File: config.mk
export PLATFORM = sky130hd
export DESIGN_NAME = contiguous_segment_allocator_flat
export DESIGN_NICKNAME = d
export VERILOG_FILES = /design/src/hdl/csa_pkg.sv /design/src/hdl/csa_if.sv /design/src/hdl/contiguous_segment_allocator.sv /design/src/hdl/csa_table.sv /design/src/flat_wrapper.sv
export VERILOG_INCLUDE_DIRS = /design/src /design/src/hdl
export SDC_FILE = /design/constraint.sdc
export NUM_CORES = 1
export LEC_CHECK = 0
export BUFFER_PORTS_ARGS = -buffer_cell sky130_fd_sc_hd__buf_4
export CAP_MARGIN = 5
export CORE_MARGIN = 3
export CORE_UTILIZATION = 57
export DETAILED_ROUTE_END_ITERATION = 12
export GPL_TIMING_DRIVEN = 0
export HOLD_SLACK_MARGIN = 0.1
export PLACE_DENSITY_LB_ADDON = 0.2
export SLEW_MARGIN = 10
export SYNTH_ARGS = -nofsm -noshare
export SYNTH_HDL_FRONTEND = slang
export SYNTH_SLANG_ARGS = --single-unit
export TNS_END_PERCENT = 100
File: constraint.sdc
create_clock -name clock -period 4.5 [get_ports clock]
set_input_delay 0.225 -clock clock [delete_from_list [all_inputs] [get_ports clock]]
set_output_delay 0.225 -clock clock [all_outputs]
set_load 0.05 [all_outputs]
File: src/hdl/contiguous_segment_allocator_macros.svh
// Assertion macros for the contiguous segment allocator.
`ifndef CONTIGUOUS_SEGMENT_ALLOCATOR_MACROS_SVH
`define CONTIGUOUS_SEGMENT_ALLOCATOR_MACROS_SVH
// Assert that an antecedent implies a consequent on the same edge.
`define CSA_ASSERT_IMP(label, clk, rst, ante, cons) \
   label: assert property (@(posedge clk) disable iff (rst) (ante) |-> (cons)) \
      else $error("assertion failed");
// Assert that an antecedent implies a consequent on the next edge.
`define CSA_ASSERT_NEXT(label, clk, rst, ante, cons) \
   label: assert property (@(posedge clk) disable iff (rst) (ante) |=> (cons)) \
      else $error("assertion failed");
`endif

File: src/hdl/csa_pkg.sv
// Package with types and constants of the contiguous segment allocator.
package csa_pkg;
   localparam int MaxSegments = 32;
   localparam int MaxFrames   = 1024;
   localparam int FrameWidth  = 11;
   localparam int StartWidth  = 10;
   localparam int OwnerWidth  = 8;
   localparam int StatusWidth = 3;

   localparam logic [StatusWidth-1:0] StatPlaced    = 3'd0;
   localparam logic [StatusWidth-1:0] StatCompacted = 3'd1;
   localparam logic [StatusWidth-1:0] StatSkipped   = 3'd2;
   localparam logic [StatusWidth-1:0] StatReleased  = 3'd3;
   localparam logic [StatusWidth-1:0] StatNotFound  = 3'd4;

   localparam logic CsrFitPolicy = 1'b0;
   localparam logic CsrMemFrames = 1'b1;
   localparam logic FuncAlloc    = 1'b0;
   localparam logic FuncRelease  = 1'b1;

   typedef enum logic [3:0] {
      ST_IDLE, ST_INIT, ST_SCAN, ST_DECIDE, ST_SHIFT, ST_COMPACT, ST_TAIL,
      ST_PLACE, ST_MERGE, ST_DONE
   } state_type;
endpackage

File: src/hdl/csa_if.sv
// Valid/ready channel interfaces of the contiguous segment allocator.
interface csa_req_if;
   logic                         valid;
   logic                         ready;
   logic                         func;
   logic [csa_pkg::OwnerWidth-1:0] owner_id;
   logic [csa_pkg::FrameWidth-1:0] req_frames;
   modport source (output valid, func, owner_id, req_frames, input ready);
   modport sink   (input valid, func, owner_id, req_frames, output ready);
endinterface

interface csa_rsp_if;
   logic                          valid;
   logic                          ready;
   logic [csa_pkg::StatusWidth-1:0] status;
   logic [csa_pkg::StartWidth-1:0]  start_frame;
   logic [csa_pkg::FrameWidth-1:0]  frames_moved;
   logic [csa_pkg::FrameWidth-1:0]  free_left;
   modport source (output valid, status, start_frame, frames_moved, free_left, input ready);
   modport sink   (input valid, status, start_frame, frames_moved, free_left, output ready);
endinterface

interface csa_csr_if;
   logic                           valid;
   logic                           ready;
   logic                           index;
   logic [csa_pkg::FrameWidth-1:0] data;
   modport source (output valid, index, data, input ready);
   modport sink   (input valid, index, data, output ready);
endinterface

File: src/hdl/contiguous_segment_allocator.sv
// Top level of the contiguous segment allocator: sequencer around a segment table.
// An item takes one pass over the table to scan it, and a split, a compaction or a merge
// adds a second pass, one entry a cycle through the single table read port. The next
// item is accepted once the result has been taken. Reset and a memory_frames write start
// a clearing pass that rebuilds one free segment; no item is accepted during it.
module contiguous_segment_allocator #(
   parameter int MAX_SEGMENTS = csa_pkg::MaxSegments,
   parameter int MAX_FRAMES   = csa_pkg::MaxFrames
) (
   input logic        clock,
   input logic        reset,
   csa_req_if.sink    req,
   csa_rsp_if.source  rsp,
   csa_csr_if.sink    csr
);
   import csa_pkg::*;
   `include "contiguous_segment_allocator_macros.svh"

   localparam int IW = $clog2(MAX_SEGMENTS);
   localparam int CW = $clog2(MAX_SEGMENTS + 1);
   localparam int FW = FrameWidth;

   // Control state.
   state_type state_ff, state_in;
   logic          fit_ff, fit_in;
   logic [FW-1:0] mem_frames_ff, mem_frames_in;
   logic [CW-1:0] count_ff, count_in;
   logic [FW-1:0] free_ff, free_in;
   logic          rsp_valid_ff, rsp_valid_in;

   // Per-item work registers.
   logic          func_ff, func_in;
   logic [OwnerWidth-1:0] owner_ff, owner_in;
   logic [FW-1:0] reqf_ff, reqf_in;
   logic [CW-1:0] ptr_ff, ptr_in;       // address being issued
   logic          pend_ff, pend_in;     // read data valid next cycle
   logic [CW-1:0] pidx_ff, pidx_in;     // index of returning read data
   logic [FW-1:0] addr_ff, addr_in;     // running start address
   logic          have_ff, have_in;
   logic [CW-1:0] best_ff, best_in;
   logic [FW-1:0] bdiff_ff, bdiff_in;
   logic [FW-1:0] bstart_ff, bstart_in;
   logic [FW-1:0] bsize_ff, bsize_in;
   logic [CW-1:0] used_n_ff, used_n_in;
   logic          hole_ff, hole_in;
   logic [FW-1:0] moved_ff, moved_in;
   logic [CW-1:0] wptr_ff, wptr_in;
   logic [FW-1:0] prevsz_ff, prevsz_in; // size of entry before the found one
   logic          prevfree_ff, prevfree_in;
   logic          merge_l_ff, merge_l_in;
   logic          merge_r_ff, merge_r_in;
   logic [FW-1:0] nextsz_ff, nextsz_in;
   logic          shift_up_ff, shift_up_in; // merge phase: set once the merged entry is written
   logic [1:0]    rem_ff, rem_in;       // entries removed by merge
   logic [CW-1:0] tgt_ff, tgt_in;       // target index for place / merge
   logic [StatusWidth-1:0] st_ff, st_in;
   logic [StartWidth-1:0]  start_ff, start_in;
   logic [FW-1:0]          rmoved_ff, rmoved_in;

   // Table port.
   logic          wr_en;
   logic [IW-1:0] wr_idx, rd_idx;
   logic [FW-1:0] wr_size, rd_size;
   logic [OwnerWidth-1:0] wr_owner, rd_owner;
   logic          wr_used, rd_used;

   csa_table #(.MAX_SEGMENTS(MAX_SEGMENTS), .FW(FW)) u_table (
      .clock, .wr_en, .wr_idx, .wr_size, .wr_owner, .wr_used,
      .rd_idx, .rd_size, .rd_owner, .rd_used
   );

   logic [FW-1:0] csr_clamp;
   always_comb begin
      csr_clamp = csr.data;
      if (csr.data == '0) csr_clamp = FW'(1);
      else if (32'(csr.data) > MAX_FRAMES) csr_clamp = FW'(MAX_FRAMES);
   end

   // A register write wins over an item offered in the same cycle, and registers are
   // only written while no item is in flight and no result is waiting.
   assign req.ready = (state_ff == ST_IDLE) && !rsp_valid_ff && !csr.valid;
   assign csr.ready = ((state_ff == ST_IDLE) || (state_ff == ST_INIT)) && !rsp_valid_ff;
   assign rsp.valid        = rsp_valid_ff;
   assign rsp.status       = st_ff;
   assign rsp.start_frame  = start_ff;
   assign rsp.frames_moved = rmoved_ff;
   assign rsp.free_left    = free_ff;

   logic [FW-1:0] diff;
   logic          rd_ok;
   always_comb begin
      diff  = rd_size - reqf_ff;
      rd_ok = pend_ff && (pidx_ff < count_ff);
   end

   always_comb begin
      state_in = state_ff; fit_in = fit_ff; mem_frames_in = mem_frames_ff;
      count_in = count_ff; free_in = free_ff; rsp_valid_in = rsp_valid_ff;
      func_in = func_ff; owner_in = owner_ff; reqf_in = reqf_ff;
      ptr_in = ptr_ff; pend_in = 1'b0; pidx_in = ptr_ff; addr_in = addr_ff;
      have_in = have_ff; best_in = best_ff; bdiff_in = bdiff_ff;
      bstart_in = bstart_ff; bsize_in = bsize_ff; used_n_in = used_n_ff;
      hole_in = hole_ff; moved_in = moved_ff; wptr_in = wptr_ff;
      prevsz_in = prevsz_ff; prevfree_in = prevfree_ff;
      merge_l_in = merge_l_ff; merge_r_in = merge_r_ff; nextsz_in = nextsz_ff;
      shift_up_in = shift_up_ff; rem_in = rem_ff; tgt_in = tgt_ff;
      st_in = st_ff; start_in = start_ff; rmoved_in = rmoved_ff;
      wr_en = 1'b0; wr_idx = '0; wr_size = '0; wr_owner = '0; wr_used = 1'b0;
      rd_idx = ptr_ff[IW-1:0];

      if (rsp_valid_ff && rsp.ready) rsp_valid_in = 1'b0;

      unique case (state_ff)
         ST_IDLE: begin
            if (req.valid && req.ready) begin
               func_in = req.func; owner_in = req.owner_id; reqf_in = req.req_frames;
               ptr_in = '0; addr_in = '0; have_in = 1'b0; used_n_in = '0;
               hole_in = 1'b0; moved_in = '0; wptr_in = '0; prevfree_in = 1'b0;
               prevsz_in = '0; st_in = StatSkipped; start_in = '0; rmoved_in = '0;
               if (req.func == FuncAlloc &&
                   (req.req_frames == '0 || req.req_frames > free_ff))
                  state_in = ST_DONE;
               else state_in = ST_SCAN;
            end
         end
         ST_INIT: begin
            // Clearing pass: entry 0 gets the memory size, others zero.
            wr_en = 1'b1; wr_idx = ptr_ff[IW-1:0];
            wr_size = (ptr_ff == '0) ? mem_frames_ff : '0;
            ptr_in = ptr_ff + CW'(1);
            if (32'(ptr_ff) == MAX_SEGMENTS - 1) begin
               state_in = ST_IDLE; count_in = CW'(1); free_in = mem_frames_ff;
            end
         end
         ST_SCAN: begin
            // One read issued per cycle; the data returns in the next cycle.
            if (ptr_ff < count_ff) begin
               pend_in = 1'b1; pidx_in = ptr_ff; ptr_in = ptr_ff + CW'(1);
            end
            if (rd_ok) begin
               addr_in = addr_ff + rd_size;
               if (func_ff == FuncRelease) begin
                  if (!have_ff) begin
                     if (rd_used && rd_owner == owner_ff) begin
                        have_in = 1'b1; best_in = pidx_ff; bstart_in = addr_ff;
                        bsize_in = rd_size;
                     end else begin
                        prevfree_in = !rd_used; prevsz_in = rd_size;
                     end
                  end else if (pidx_ff == best_ff + CW'(1)) begin
                     nextsz_in = rd_size; merge_r_in = !rd_used;
                  end
               end else begin
                  if (rd_used) used_n_in = used_n_ff + CW'(1);
                  if (!rd_used && rd_size >= reqf_ff &&
                      (!have_ff || (fit_ff && diff < bdiff_ff))) begin
                     if (!(have_ff && !fit_ff)) begin
                        have_in = 1'b1; best_in = pidx_ff; bdiff_in = diff;
                        bstart_in = addr_ff; bsize_in = rd_size;
                     end
                  end
               end
            end
            if (ptr_ff >= count_ff && !rd_ok && !pend_ff) begin
               state_in = ST_DECIDE;
               if (func_ff == FuncRelease && have_ff && best_ff + CW'(1) >= count_ff)
                  merge_r_in = 1'b0;
            end
         end
         ST_DECIDE: begin
            if (func_ff == FuncRelease) begin
               if (!have_ff) begin
                  st_in = StatNotFound; state_in = ST_DONE;
               end else begin
                  st_in = StatReleased; start_in = bstart_ff[StartWidth-1:0];
                  free_in = free_ff + bsize_ff;
                  merge_l_in = prevfree_ff && best_ff != '0;
                  // Merged segment lands at tgt; entries after it shift down.
                  tgt_in = (prevfree_ff && best_ff != '0) ? best_ff - CW'(1) : best_ff;
                  rem_in = 2'((prevfree_ff && best_ff != '0)) + 2'(merge_r_ff);
                  state_in = ST_MERGE;
               end
            end else if (have_ff) begin
               if (bsize_ff == reqf_ff) begin
                  wr_en = 1'b1; wr_idx = best_ff[IW-1:0]; wr_size = reqf_ff;
                  wr_owner = owner_ff; wr_used = 1'b1;
                  st_in = StatPlaced; start_in = bstart_ff[StartWidth-1:0];
                  free_in = free_ff - reqf_ff; state_in = ST_DONE;
               end else if (32'(count_ff) < MAX_SEGMENTS) begin
                  st_in = StatPlaced; start_in = bstart_ff[StartWidth-1:0];
                  tgt_in = best_ff; ptr_in = count_ff; shift_up_in = 1'b1;
                  state_in = ST_SHIFT;
               end else state_in = ST_DONE;
            end else begin
               if (32'(used_n_ff) + 1 + ((free_ff > reqf_ff) ? 1 : 0) <= MAX_SEGMENTS) begin
                  ptr_in = '0; wptr_in = '0; hole_in = 1'b0; moved_in = '0;
                  state_in = ST_COMPACT;
               end else state_in = ST_DONE;
            end
         end
         ST_SHIFT: begin
            // Insert: move entries up one slot, from the top down to tgt+1.
            // Reads arrive in the cycle after issue and are written at pidx+1.
            if (ptr_ff > tgt_ff + CW'(1)) begin
               rd_idx = IW'(ptr_ff - CW'(1)); pend_in = 1'b1;
               pidx_in = ptr_ff - CW'(1); ptr_in = ptr_ff - CW'(1);
            end
            if (pend_ff) begin
               wr_en = 1'b1; wr_idx = IW'(pidx_ff + CW'(1));
               wr_size = rd_size; wr_owner = rd_owner; wr_used = rd_used;
            end
            if (!(ptr_ff > tgt_ff + CW'(1)) && !pend_ff) state_in = ST_PLACE;
         end
         ST_PLACE: begin
            // Split: owner at tgt, remainder at tgt+1.
            if (!pend_ff) begin
               wr_en = 1'b1; wr_idx = tgt_ff[IW-1:0]; wr_size = reqf_ff;
               wr_owner = owner_ff; wr_used = 1'b1; pend_in = 1'b1;
            end else begin
               wr_en = 1'b1; wr_idx = IW'(tgt_ff + CW'(1));
               wr_size = bsize_ff - reqf_ff;
               count_in = count_ff + CW'(1); free_in = free_ff - reqf_ff;
               state_in = ST_DONE;
            end
         end
         ST_COMPACT: begin
            if (ptr_ff < count_ff) begin
               pend_in = 1'b1; pidx_in = ptr_ff; ptr_in = ptr_ff + CW'(1);
            end
            if (rd_ok) begin
               if (!rd_used) hole_in = 1'b1;
               else begin
                  if (hole_ff) moved_in = moved_ff + rd_size;
                  wr_en = 1'b1; wr_idx = wptr_ff[IW-1:0]; wr_size = rd_size;
                  wr_owner = rd_owner; wr_used = 1'b1; wptr_in = wptr_ff + CW'(1);
                  addr_in = (pidx_ff == '0) ? rd_size : addr_ff + rd_size;
               end
            end
            if (ptr_ff >= count_ff && !pend_ff) state_in = ST_TAIL;
         end
         ST_TAIL: begin
            // Start of tail = sum of used sizes = memory minus free.
            st_in = StatCompacted; rmoved_in = moved_ff;
            start_in = StartWidth'(mem_frames_ff - free_ff);
            tgt_in = wptr_ff; bsize_in = free_ff;
            if (free_ff == reqf_ff) begin
               wr_en = 1'b1; wr_idx = wptr_ff[IW-1:0]; wr_size = reqf_ff;
               wr_owner = owner_ff; wr_used = 1'b1;
               count_in = wptr_ff + CW'(1); free_in = '0; state_in = ST_DONE;
            end else begin
               count_in = wptr_ff + CW'(1); pend_in = 1'b0; state_in = ST_PLACE;
            end
         end
         ST_MERGE: begin
            // Write merged entry, then shift the rest down by rem slots.
            if (!pend_ff && ptr_ff == count_ff) begin
               // first cycle marker unused
            end
            if (rem_ff == 2'd0 && !pend_ff) begin
               wr_en = 1'b1; wr_idx = tgt_ff[IW-1:0]; wr_size = bsize_ff;
               wr_used = 1'b0; state_in = ST_DONE;
            end else if (!merge_l_ff && !merge_r_ff) begin
               state_in = ST_DONE;
            end else begin
               wr_en = !shift_up_ff; wr_idx = tgt_ff[IW-1:0]; wr_used = 1'b0;
               wr_size = bsize_ff + (merge_l_ff ? prevsz_ff : '0)
                         + (merge_r_ff ? nextsz_ff : '0);
               if (!shift_up_ff) begin
                  shift_up_in = 1'b1;
                  ptr_in = tgt_ff + CW'(1) + CW'(rem_ff);
               end else begin
                  wr_en = 1'b0;
                  if (ptr_ff < count_ff) begin
                     pend_in = 1'b1; pidx_in = ptr_ff; ptr_in = ptr_ff + CW'(1);
                  end
                  if (pend_ff) begin
                     wr_en = 1'b1; wr_idx = IW'(pidx_ff - CW'(rem_ff));
                     wr_size = rd_size; wr_owner = rd_owner; wr_used = rd_used;
                  end
                  if (ptr_ff >= count_ff && !pend_ff) begin
                     count_in = count_ff - CW'(rem_ff); state_in = ST_DONE;
                  end
               end
            end
         end
         ST_DONE: begin
            rsp_valid_in = 1'b1; state_in = ST_IDLE; shift_up_in = 1'b0;
         end
         default: state_in = ST_IDLE;
      endcase

      // A memory size write restarts the clearing pass, also from its last cycle.
      if (csr.valid && csr.ready) begin
         if (csr.index == CsrFitPolicy) fit_in = csr.data[0];
         else begin
            mem_frames_in = csr_clamp;
            state_in = ST_INIT; ptr_in = '0;
         end
      end

      // Merge state entry resets the shift flag.
      if (state_ff == ST_DECIDE && func_ff == FuncRelease) shift_up_in = 1'b0;
   end

   always_ff @(posedge clock) begin
      if (reset) begin
         state_ff <= ST_INIT; fit_ff <= 1'b0; mem_frames_ff <= FW'(256);
         count_ff <= CW'(1); free_ff <= FW'(256); rsp_valid_ff <= 1'b0;
         ptr_ff <= '0; pend_ff <= 1'b0; shift_up_ff <= 1'b0;
      end else begin
         state_ff <= state_in; fit_ff <= fit_in; mem_frames_ff <= mem_frames_in;
         count_ff <= count_in; free_ff <= free_in; rsp_valid_ff <= rsp_valid_in;
         ptr_ff <= ptr_in; pend_ff <= pend_in; shift_up_ff <= shift_up_in;
      end
   end

   always_ff @(posedge clock) begin
      func_ff <= func_in; owner_ff <= owner_in; reqf_ff <= reqf_in;
      pidx_ff <= pidx_in; addr_ff <= addr_in; have_ff <= have_in;
      best_ff <= best_in; bdiff_ff <= bdiff_in; bstart_ff <= bstart_in;
      bsize_ff <= bsize_in; used_n_ff <= used_n_in; hole_ff <= hole_in;
      moved_ff <= moved_in; wptr_ff <= wptr_in; prevsz_ff <= prevsz_in;
      prevfree_ff <= prevfree_in; merge_l_ff <= merge_l_in; merge_r_ff <= merge_r_in;
      nextsz_ff <= nextsz_in; rem_ff <= rem_in; tgt_ff <= tgt_in;
      st_ff <= st_in; start_ff <= start_in; rmoved_ff <= rmoved_in;
   end

   // A result holds while it waits to be taken, and no item enters meanwhile.
   `CSA_ASSERT_IMP(a_no_accept_busy, clock, reset, rsp_valid_ff, !req.ready)
   // When idle, free space never exceeds the managed memory size.
   `CSA_ASSERT_IMP(a_free_bound, clock, reset, state_ff == ST_IDLE, free_ff <= mem_frames_ff)
   // The table always holds at least one segment when idle.
   `CSA_ASSERT_IMP(a_count_min, clock, reset, state_ff == ST_IDLE, count_ff != '0)
   // An accepted item leads to work, never straight back to idle.
   `CSA_ASSERT_NEXT(a_accept_busy, clock, reset, req.valid && req.ready, state_ff != ST_IDLE)
endmodule

File: src/hdl/csa_table.sv
// Segment table register file: one registered indexed read and one indexed write per cycle.
module csa_table #(
   parameter int MAX_SEGMENTS = csa_pkg::MaxSegments,
   parameter int FW           = csa_pkg::FrameWidth
) (
   input  logic                            clock,
   input  logic                            wr_en,
   input  logic [$clog2(MAX_SEGMENTS)-1:0] wr_idx,
   input  logic [FW-1:0]                   wr_size,
   input  logic [csa_pkg::OwnerWidth-1:0]  wr_owner,
   input  logic                            wr_used,
   input  logic [$clog2(MAX_SEGMENTS)-1:0] rd_idx,
   output logic [FW-1:0]                   rd_size,
   output logic [csa_pkg::OwnerWidth-1:0]  rd_owner,
   output logic                            rd_used
);
   import csa_pkg::*;
   logic [FW-1:0]         size_mem [MAX_SEGMENTS];
   logic [OwnerWidth-1:0] owner_mem[MAX_SEGMENTS];
   logic                  used_mem [MAX_SEGMENTS];

   always_ff @(posedge clock) begin
      if (wr_en) begin
         size_mem[wr_idx]  <= wr_size;
         owner_mem[wr_idx] <= wr_owner;
         used_mem[wr_idx]  <= wr_used;
      end
      rd_size  <= size_mem[rd_idx];
      rd_owner <= owner_mem[rd_idx];
      rd_used  <= used_mem[rd_idx];
   end
endmodule
File: src/flat_wrapper.sv
// flat-port wrapper written by rule: the top's interface ports become plain ports
module contiguous_segment_allocator_flat import csa_pkg::*;
#(
   parameter int MAX_SEGMENTS = csa_pkg::MaxSegments,
   parameter int MAX_FRAMES   = csa_pkg::MaxFrames
)
  (clock, reset, req_valid, req_func, req_owner_id, req_req_frames, req_ready, rsp_valid, rsp_status, rsp_start_frame, rsp_frames_moved, rsp_free_left, rsp_ready, csr_valid, csr_index, csr_data, csr_ready);
  csa_req_if req_i ();
  csa_rsp_if rsp_i ();
  csa_csr_if csr_i ();
  input logic clock;
  input logic reset;
  input wire logic [$bits(req_i.valid)-1:0] req_valid;
  input wire logic [$bits(req_i.func)-1:0] req_func;
  input wire logic [$bits(req_i.owner_id)-1:0] req_owner_id;
  input wire logic [$bits(req_i.req_frames)-1:0] req_req_frames;
  output wire logic [$bits(req_i.ready)-1:0] req_ready;
  output wire logic [$bits(rsp_i.valid)-1:0] rsp_valid;
  output wire logic [$bits(rsp_i.status)-1:0] rsp_status;
  output wire logic [$bits(rsp_i.start_frame)-1:0] rsp_start_frame;
  output wire logic [$bits(rsp_i.frames_moved)-1:0] rsp_frames_moved;
  output wire logic [$bits(rsp_i.free_left)-1:0] rsp_free_left;
  input wire logic [$bits(rsp_i.ready)-1:0] rsp_ready;
  input wire logic [$bits(csr_i.valid)-1:0] csr_valid;
  input wire logic [$bits(csr_i.index)-1:0] csr_index;
  input wire logic [$bits(csr_i.data)-1:0] csr_data;
  output wire logic [$bits(csr_i.ready)-1:0] csr_ready;
  assign req_i.valid = req_valid;
  assign req_i.func = req_func;
  assign req_i.owner_id = req_owner_id;
  assign req_i.req_frames = req_req_frames;
  assign req_ready = req_i.ready;
  assign rsp_valid = rsp_i.valid;
  assign rsp_status = rsp_i.status;
  assign rsp_start_frame = rsp_i.start_frame;
  assign rsp_frames_moved = rsp_i.frames_moved;
  assign rsp_free_left = rsp_i.free_left;
  assign rsp_i.ready = rsp_ready;
  assign csr_i.valid = csr_valid;
  assign csr_i.index = csr_index;
  assign csr_i.data = csr_data;
  assign csr_ready = csr_i.ready;
  contiguous_segment_allocator #(.MAX_SEGMENTS(MAX_SEGMENTS), .MAX_FRAMES(MAX_FRAMES)) u_core (.clock(clock), .reset(reset), .req(req_i), .rsp(rsp_i), .csr(csr_i));
endmodule
# Yosys cells after proc, flatten, opt, wreduce, memory -nomap -nowiden
# Memory sizes are Yosys's and may differ from the RTL's. A register that Yosys moved wholly into a read port is not among the register bits.
# Cells that the tools add are included.
[classes]
addsub = 24
multipliers = 0
div = 0
magnitude_cmp = 12
n_eq_ne = 50
shift = 0
mux = 224
bitwise_logic = 4
n_reduce_logical = 81
[op_table]
columns = ["cell", "count"]
rows = [
  ["2-to-1 mux 11 bit", 45],
  ["2-to-1 mux 6 bit", 40],
  ["2-to-1 mux 10 bit", 11],
  ["2-to-1 mux 8 bit", 11],
  ["case mux 11 bit (7 select lines)", 1],
  ["2-to-1 mux 4 bit", 19],
  ["2-to-1 mux 5 bit", 14],
  ["case mux 11 bit (2 select lines)", 3],
  ["case mux 11 bit (3 select lines)", 2],
  ["adder 11 bit", 5],
  ["2-to-1 mux 1 bit", 54],
  ["case mux 8 bit (6 select lines)", 1],
  ["case mux 11 bit (4 select lines)", 1],
  ["adder 6 x 1 -> 6 bit, second input constant", 6],
  ["case mux 4 bit (9 select lines)", 1],
  ["case mux 6 bit (6 select lines)", 1],
  ["case mux 5 bit (7 select lines)", 1],
  ["subtractor 11 bit", 3],
  ["adder 32 bit", 1],
  ["<= comparator 32 x 6 -> 1 bit, second input constant", 1],
  ["inequality test 2 bit, second input constant", 15],
  ["case mux 10 bit (3 select lines)", 1],
  ["AND reduction 7 bit", 4],
  ["AND reduction 5 bit", 5],
  ["other kinds (56)", 149],
]
[word_totals]
ff_bits = 199
latch_bits = 0
mem_bits_rw = 640
rom_bits = 0
input_bits = 37
output_inout_bits = 38
word_cells = 431
mem_count = 3
[mem_list]
columns = ["name", "depth", "word_bits", "rd", "rd_clocked_by_memory_dff", "write_ports", "line", "source"]
rows = [
  ["u_core.u_table.size_mem", 32, 11, 1, 1, 1, "csa_table.sv:18", "logic [FW-1:0] size_mem [MAX_SEGMENTS];"],
  ["u_core.u_table.owner_mem", 32, 8, 1, 1, 1, "csa_table.sv:19", "logic [OwnerWidth-1:0] owner_mem[MAX_SEGMENTS];"],
  ["u_core.u_table.used_mem", 32, 1, 1, 1, 1, "csa_table.sv:20", "logic used_mem [MAX_SEGMENTS];"],
]

# Longest topological paths before layout
[depth]
depth_word = 10
ltp_mapped = 22

# By module
# A second synthesis with hierarchy kept.
[hier_totals]
cells_unflattened = 3014
hier_area_um2 = 40685.3
[by_module_without_submodules]
columns = ["module", "n_inst", "cells_each", "area_per_inst_um2"]
rows = [
  ["csa_table", 1, 1414, 25553.3],
  ["contiguous_segment_allocator", 1, 1600, 15132.0],
]

# Least setup slack after synthesis
# Ideal clock, no wire load.
[synth_timing]
path_kind = "reg-to-reg"
startpoint = "register u_core.state_ff[3]"
endpoint = "register u_core.prevfree_ff, enable pin"
setup_time_ps = 385
arrival_ps = 4999
required_ps = 4115
slack_ps = -883
path_stages_with_launch = 9
n_path_buf = 1
synth_period_minus_slack_ps = 5383
cell_sequence = "dfxtp_1 clkbuf_1 or2_2 nor3_1 nor3b_1 nand2_1 inv_1 o21ai_0 a21oi_1"
[synth_between]
elab_chain_cells = 6
[synth_rtl]
columns = ["item", "line", "source"]
rows = [
  ["from (decl)", "contiguous_segment_allocator.sv:24", "state_type state_ff, state_in;"],
  ["from (signal assigned)", "contiguous_segment_allocator.sv:311", "state_ff <= state_in; fit_ff <= fit_in; mem_frames_ff <= mem_frames_in;"],
  ["zero test 4 bit", "contiguous_segment_allocator.sv:81", "assign req.ready = (state_ff == ST_IDLE) && !rsp_valid_ff && !csr.valid;"],
  ["logical AND 1 bit (2 in series)", "contiguous_segment_allocator.sv:81", ""],
  ["net req_ready", "flat_wrapper.sv:17", "output wire logic [$bits(req_i.ready)-1:0] req_ready;"],
  ["logical AND 1 bit", "contiguous_segment_allocator.sv:115", "if (req.valid && req.ready) begin"],
  ["inequality test 2 bit (no line)", "--", ""],
  ["AND reduction 6 bit (no line)", "--", ""],
  ["to (signal assigned)", "contiguous_segment_allocator.sv:323", "prevfree_ff <= prevfree_in; merge_l_ff <= merge_l_in; merge_r_ff <= merge_r_in;"],
  ["to (decl)", "contiguous_segment_allocator.sv:49", "logic prevfree_ff, prevfree_in;"],
]
# The timed path passes the listed nets, and every way through them passes these cells.
# A chain may end at the register's enable or synchronous reset.

# Final worst setup path
[layout_timing]
startpoint = "register u_core.count_ff[1]"
endpoint = "memory u_core.u_table.size_mem[13][9] (netlist bit), enable pin"
[layout_between]
elab_chain_cells = 6
[layout_rtl]
columns = ["item", "line", "source"]
rows = [
  ["from (decl)", "contiguous_segment_allocator.sv:27", "logic [CW-1:0] count_ff, count_in;"],
  ["from (signal assigned)", "contiguous_segment_allocator.sv:312", "count_ff <= count_in; free_ff <= free_in; rsp_valid_ff <= rsp_valid_in;"],
  ["less-than comparator 6 bit *", "contiguous_segment_allocator.sv:93", "rd_ok = pend_ff && (pidx_ff < count_ff);"],
  ["logical AND 1 bit *", "contiguous_segment_allocator.sv:93", ""],
  ["2-to-1 mux 1 bit", "contiguous_segment_allocator.sv:230", "if (rd_ok) begin"],
  ["case mux 1 bit (6 select lines)", "contiguous_segment_allocator.sv:113", "unique case (state_ff)"],
  ["2-to-1 mux 1 bit", "csa_table.sv:23", "if (wr_en) begin"],
  ["2-to-1 mux 1 bit (implied by the code)", "csa_table.sv:24", "size_mem[wr_idx] <= wr_size;"],
  ["to (decl)", "csa_table.sv:18", ""],
]
# Mark *: on every way between the ends. The rest lies on a longest branch, timed or not.

==> key figures <==
Floorplanning
  – Chip height: 273 um
  – CORE AREA: 70,300 um^2
  – Initial Utilization: 57.7%
  – # IOs: 75
  – Die Width: 273 um
  – FP Rows: 97
  – Die area: 74,300 um^2

Timing
  – Slew Limit Fails: 0
  – PnR worst setup slack: -52.1 ps
  – Unrepaired setup endpoints after global routing: yes
  – Maximum clock frequency: 0.220 GHz
  – Worst Tran Pin Value: 1290 ps
  – Minimum clock period: 4550 ps
  – Final Setup Violations: 102
  – Worst relative slew slack: 13.8%
  – Period Utilization, post-route: 101%
  – Hold Vio Cnt, Final: 0
  – Clock Skew: 26.8 ps

Power
  – Peak supply drop: 0.411 mV
  – Leak Pwr: 17.6 nW
  – Clock share of power: 41.2%
  – Switching share of power: 24.4%
  – Int Pwr: 13.3 mW
  – Combinational share of power: 8.2%
  – Sw Pwr: 4.28 mW
  – PwrDens: 370 nW/um^2
  – Sequential Power Share: 50.6%

Route
  – Remaining antenna violation count after routing: 0
  – Drt wl/cell: 27.0 um
  – Post-Route WL: 130,000 um
  – DR DRC count: 0
  – TritonRoute pass-1 iters: 8
  – Vias/cell: 6.41
  – DRT iter0 DRCs: 4,662
  – DR vias: 30.8k

Placement
  – Hpwl dp: 86,200 um
  – Count of buffers from port buffering: 72
  – Pre-CTS setup slack: -1120 ps
  – Cell count after placement: 4,526
  – GP Congestion: 0.975

Critical path
  – Crit path from: u_core.count_ff[1]
  – Critical-path cell list: inv_1 -> ha_1 -> a21o_1 -> a21o_1 -> a211oi_1 -> o21a_1 -> or2_2 -> buf_2 -> o211ai_1 -> nand2b_2 -> nor2_4
  – Worst path top cell family by delay: compound AO/OA/AOI/OAI gates
  – Crit-path max FO: 11
  – Crit path launch type: flop
  – Crit. End Element: flop
  – Req. time, crit path: 4770 ps
  – Crit Path Class: reg -> reg
  – R2R Path Start: u_core.count_ff[1]
  – Crit path arrival time: 4830 ps
  – Max incr delay on CP: 680 ps
  – CP dominant cell by count: a21o_1
  – Crit path buffers/inverters: 2
  – Critical path's slowest cell: nor2_4

Synthesis
  – Seq/Total Area, Yosys: 61.9%
  – Synth Cell Area: 40,500 um^2
  – Largest area contributor in the synthesized netlist: edfxtp_1
  – Netlist cell types: 83
  – Most common cell in the synthesized netlist: edfxtp_1
  – Ranking of synthesized cells by area: edfxtp_1 59%, nand2_1 6.2%, ha_1 4.5%, dfxtp_1 3.4%, nand3_1 2.9%
  – Syn Area/Cell: 11.6 um^2
  – Ys flop type: edfxtp_1
  – Synth Net Count: 3,691
  – Synth top area share: 58.6%
  – Warnings from Yosys: 0
  – Post-synth EDFFs: 790
  – Post-synth ARST share: 0%
  – Post-Syn Instances: 3,487
  – Yosys reg bits: 858
  – Synth cell count leaders: 790 x edfxtp_1, 673 x nand2_1, 232 x nand3_1

Global routing
  – First-pass GRT wire length: 187,000 um
  – Vias in the first global route: 28.6k
  – Largest net degree at the start of global routing: 33
  – Tot GR Track Use: 34.4%
  – Global route total overflow: 0
  – Initial antenna violation count: 1

Clock tree
  – CTS tree: built
  – Worst-path clk slew: 60 ps
  – CTS buffer count: 89
  – Root Buffer Master: clkbuf_16
  – Htree depth: 3
  – Clk sinks: 858
  – Max clock buf depth: 3
  – Clk_lat worst skew: 650 ps

Hold path
  – Path type of the worst min-delay path: in -> reg
  – Hold_sp: csr_index

Outcome
  – Violated checks: negative setup slack
  – Status: complete, but fails checks

Cells and area
  – Util after Layout: 67.6%
  – Fraction of layout cells with a size suffix above 1: 14.0%
  – Fin nets: 3,997
  – Post-Layout Cell Count: 4,809
  – Layout area overhead: 17.3%

Run
  – Max cap viols: 0
[registers in the layout, summed over array words and instances (netlist names), 11 cells and up]
register / count
u_core.rsp.frames_moved: 11
u_core.mem_frames_ff: 11
u_core.u_table.size_mem: 352
u_core.reqf_ff: 11
u_core.prevsz_ff: 11
u_core.bsize_ff: 11
u_core.u_table.owner_mem: 256
u_core.u_table.used_mem: 32
u_core.bdiff_ff: 11
u_core.nextsz_ff: 11
u_core.u_table.rd_size: 11
u_core.rsp.free_left: 11
u_core.moved_ff: 11
[power by group through the flow]
| stage | Clock [mW] | Sequential, mW | Combinational [mW] |
|---|---|---|---|
| finish | 7.24 | 8.90 | 1.44 |
| global placement | 0 | 9.06 | 1.23 |
| CTS | 7.24 | 8.89 | 1.36 |
| global route | 7.57 | 8.90 | 1.54 |
| floorplan | 0 | 8.99 | 0.832 |
| detailed placement | 0 | 9.06 | 1.29 |
[layout make-up]
type                            count  area (um^2)
Tap cell                          940         1180
Clock buffer                      108         2330
Antenna cell                        1         2.50
Inverter                          120          457
Sequential cell                   858        25100
Clock inverter                     58          522
Timing Repair Buffer              201         1980
Fill cell                        5041        22700
Buffer                            168          787
Multi-Input combinational cell   2355        15200
[cell usage in the layout, fill, tap and decap left out, types with 26 or more instances in the layout]
master,netlist,routed
nand3_1,232,230
nand2b_1,27,26
dlygate4sd3_1,0,38
nand2_1,673,671
a31oi_1,75,75
nand4_1,91,91
buf_2,42,35
nor3_1,41,36
edfxtp_1,790,790
clkbuf_2,0,30
inv_1,115,113
nor2_4,0,34
o21ai_0,117,110
clkbuf_16,0,90
clkbuf_1,117,98
buf_4,5,137
a21o_1,40,39
mux2i_1,29,28
a21oi_1,125,115
xnor2_1,72,69
ha_1,146,143
nor2_1,167,139
xor2_1,60,57
o22ai_1,38,37
dfxtp_1,68,66
[worst register-to-register path, cell delays in order, from the launching register on]
cell and delay, ps:
dfxtp_1 380, inv_1 190, ha_1 320, a21o_1 150
a21o_1 170, a211oi_1 540, o21a_1 420, or2_2 170
buf_2 320, o211ai_1 250, nand2b_2 580, nor2_4 690
[path summary, 6_finish.rpt]
kind | endpoint | slack, ps | cells past startpoint
setup / recovery | u_core.u_table.size_mem[13][9] | -50 | 11
hold / removal | u_core.mem_frames_ff[1] | 210 | 5
hold reg to reg | u_core.bstart_ff[8] | 460 | 0
setup reg to reg | u_core.u_table.size_mem[13][9] | -50 | 11
[per-layer routing]
layer  GRT usage (%)  vias to the layer above  wire length, um
li1                -                    13600                -
met1            45.7                    14800            47500
met2            53.9                     1995            58800
met3            6.15                      423            15000
met4            19.2                        2             8340
met5               0                        -               11
[what timing repair did]
item	CTS	global route
endpoints found under the hold margin	39	0
pin swaps	36	39
gates resized for setup	82	104
buffers inserted	50	16
hold buffers	38	0
cloned	17	1
endpoints found under the setup margin	1179	683
[per-stage QoR]
stage	total power [mW]	instance area (um^2)	hold slack [ps]	TNS (ps)
after global placement	10.3	42300	403	-1892140
after floorplan	9.82	40500	324	0
final	17.6	47500	208	-1420
after detailed placement	10.3	43000	404	-474800
after CTS	17.5	47200	168	-2130
after global routing	18.0	47500	261	-7310
[cells by family (layout without fill, tap and decap cells)]
group / count (synthesis) / after routing / share of synthesized area [%]
simple gates: 1368 / 1385 / 15.2
flops: 858 / 858 / 61.9
compound gates: 638 / 639 / 10.7
buf+inv: 292 / 655 / 2.91
fa+ha+maj: 167 / 167 / 5.55
xor+xnor: 132 / 132 / 2.85
mux: 32 / 32 / 0.800
other cells: 0 / 1 / 0
(Power assumes the default switching activity.)
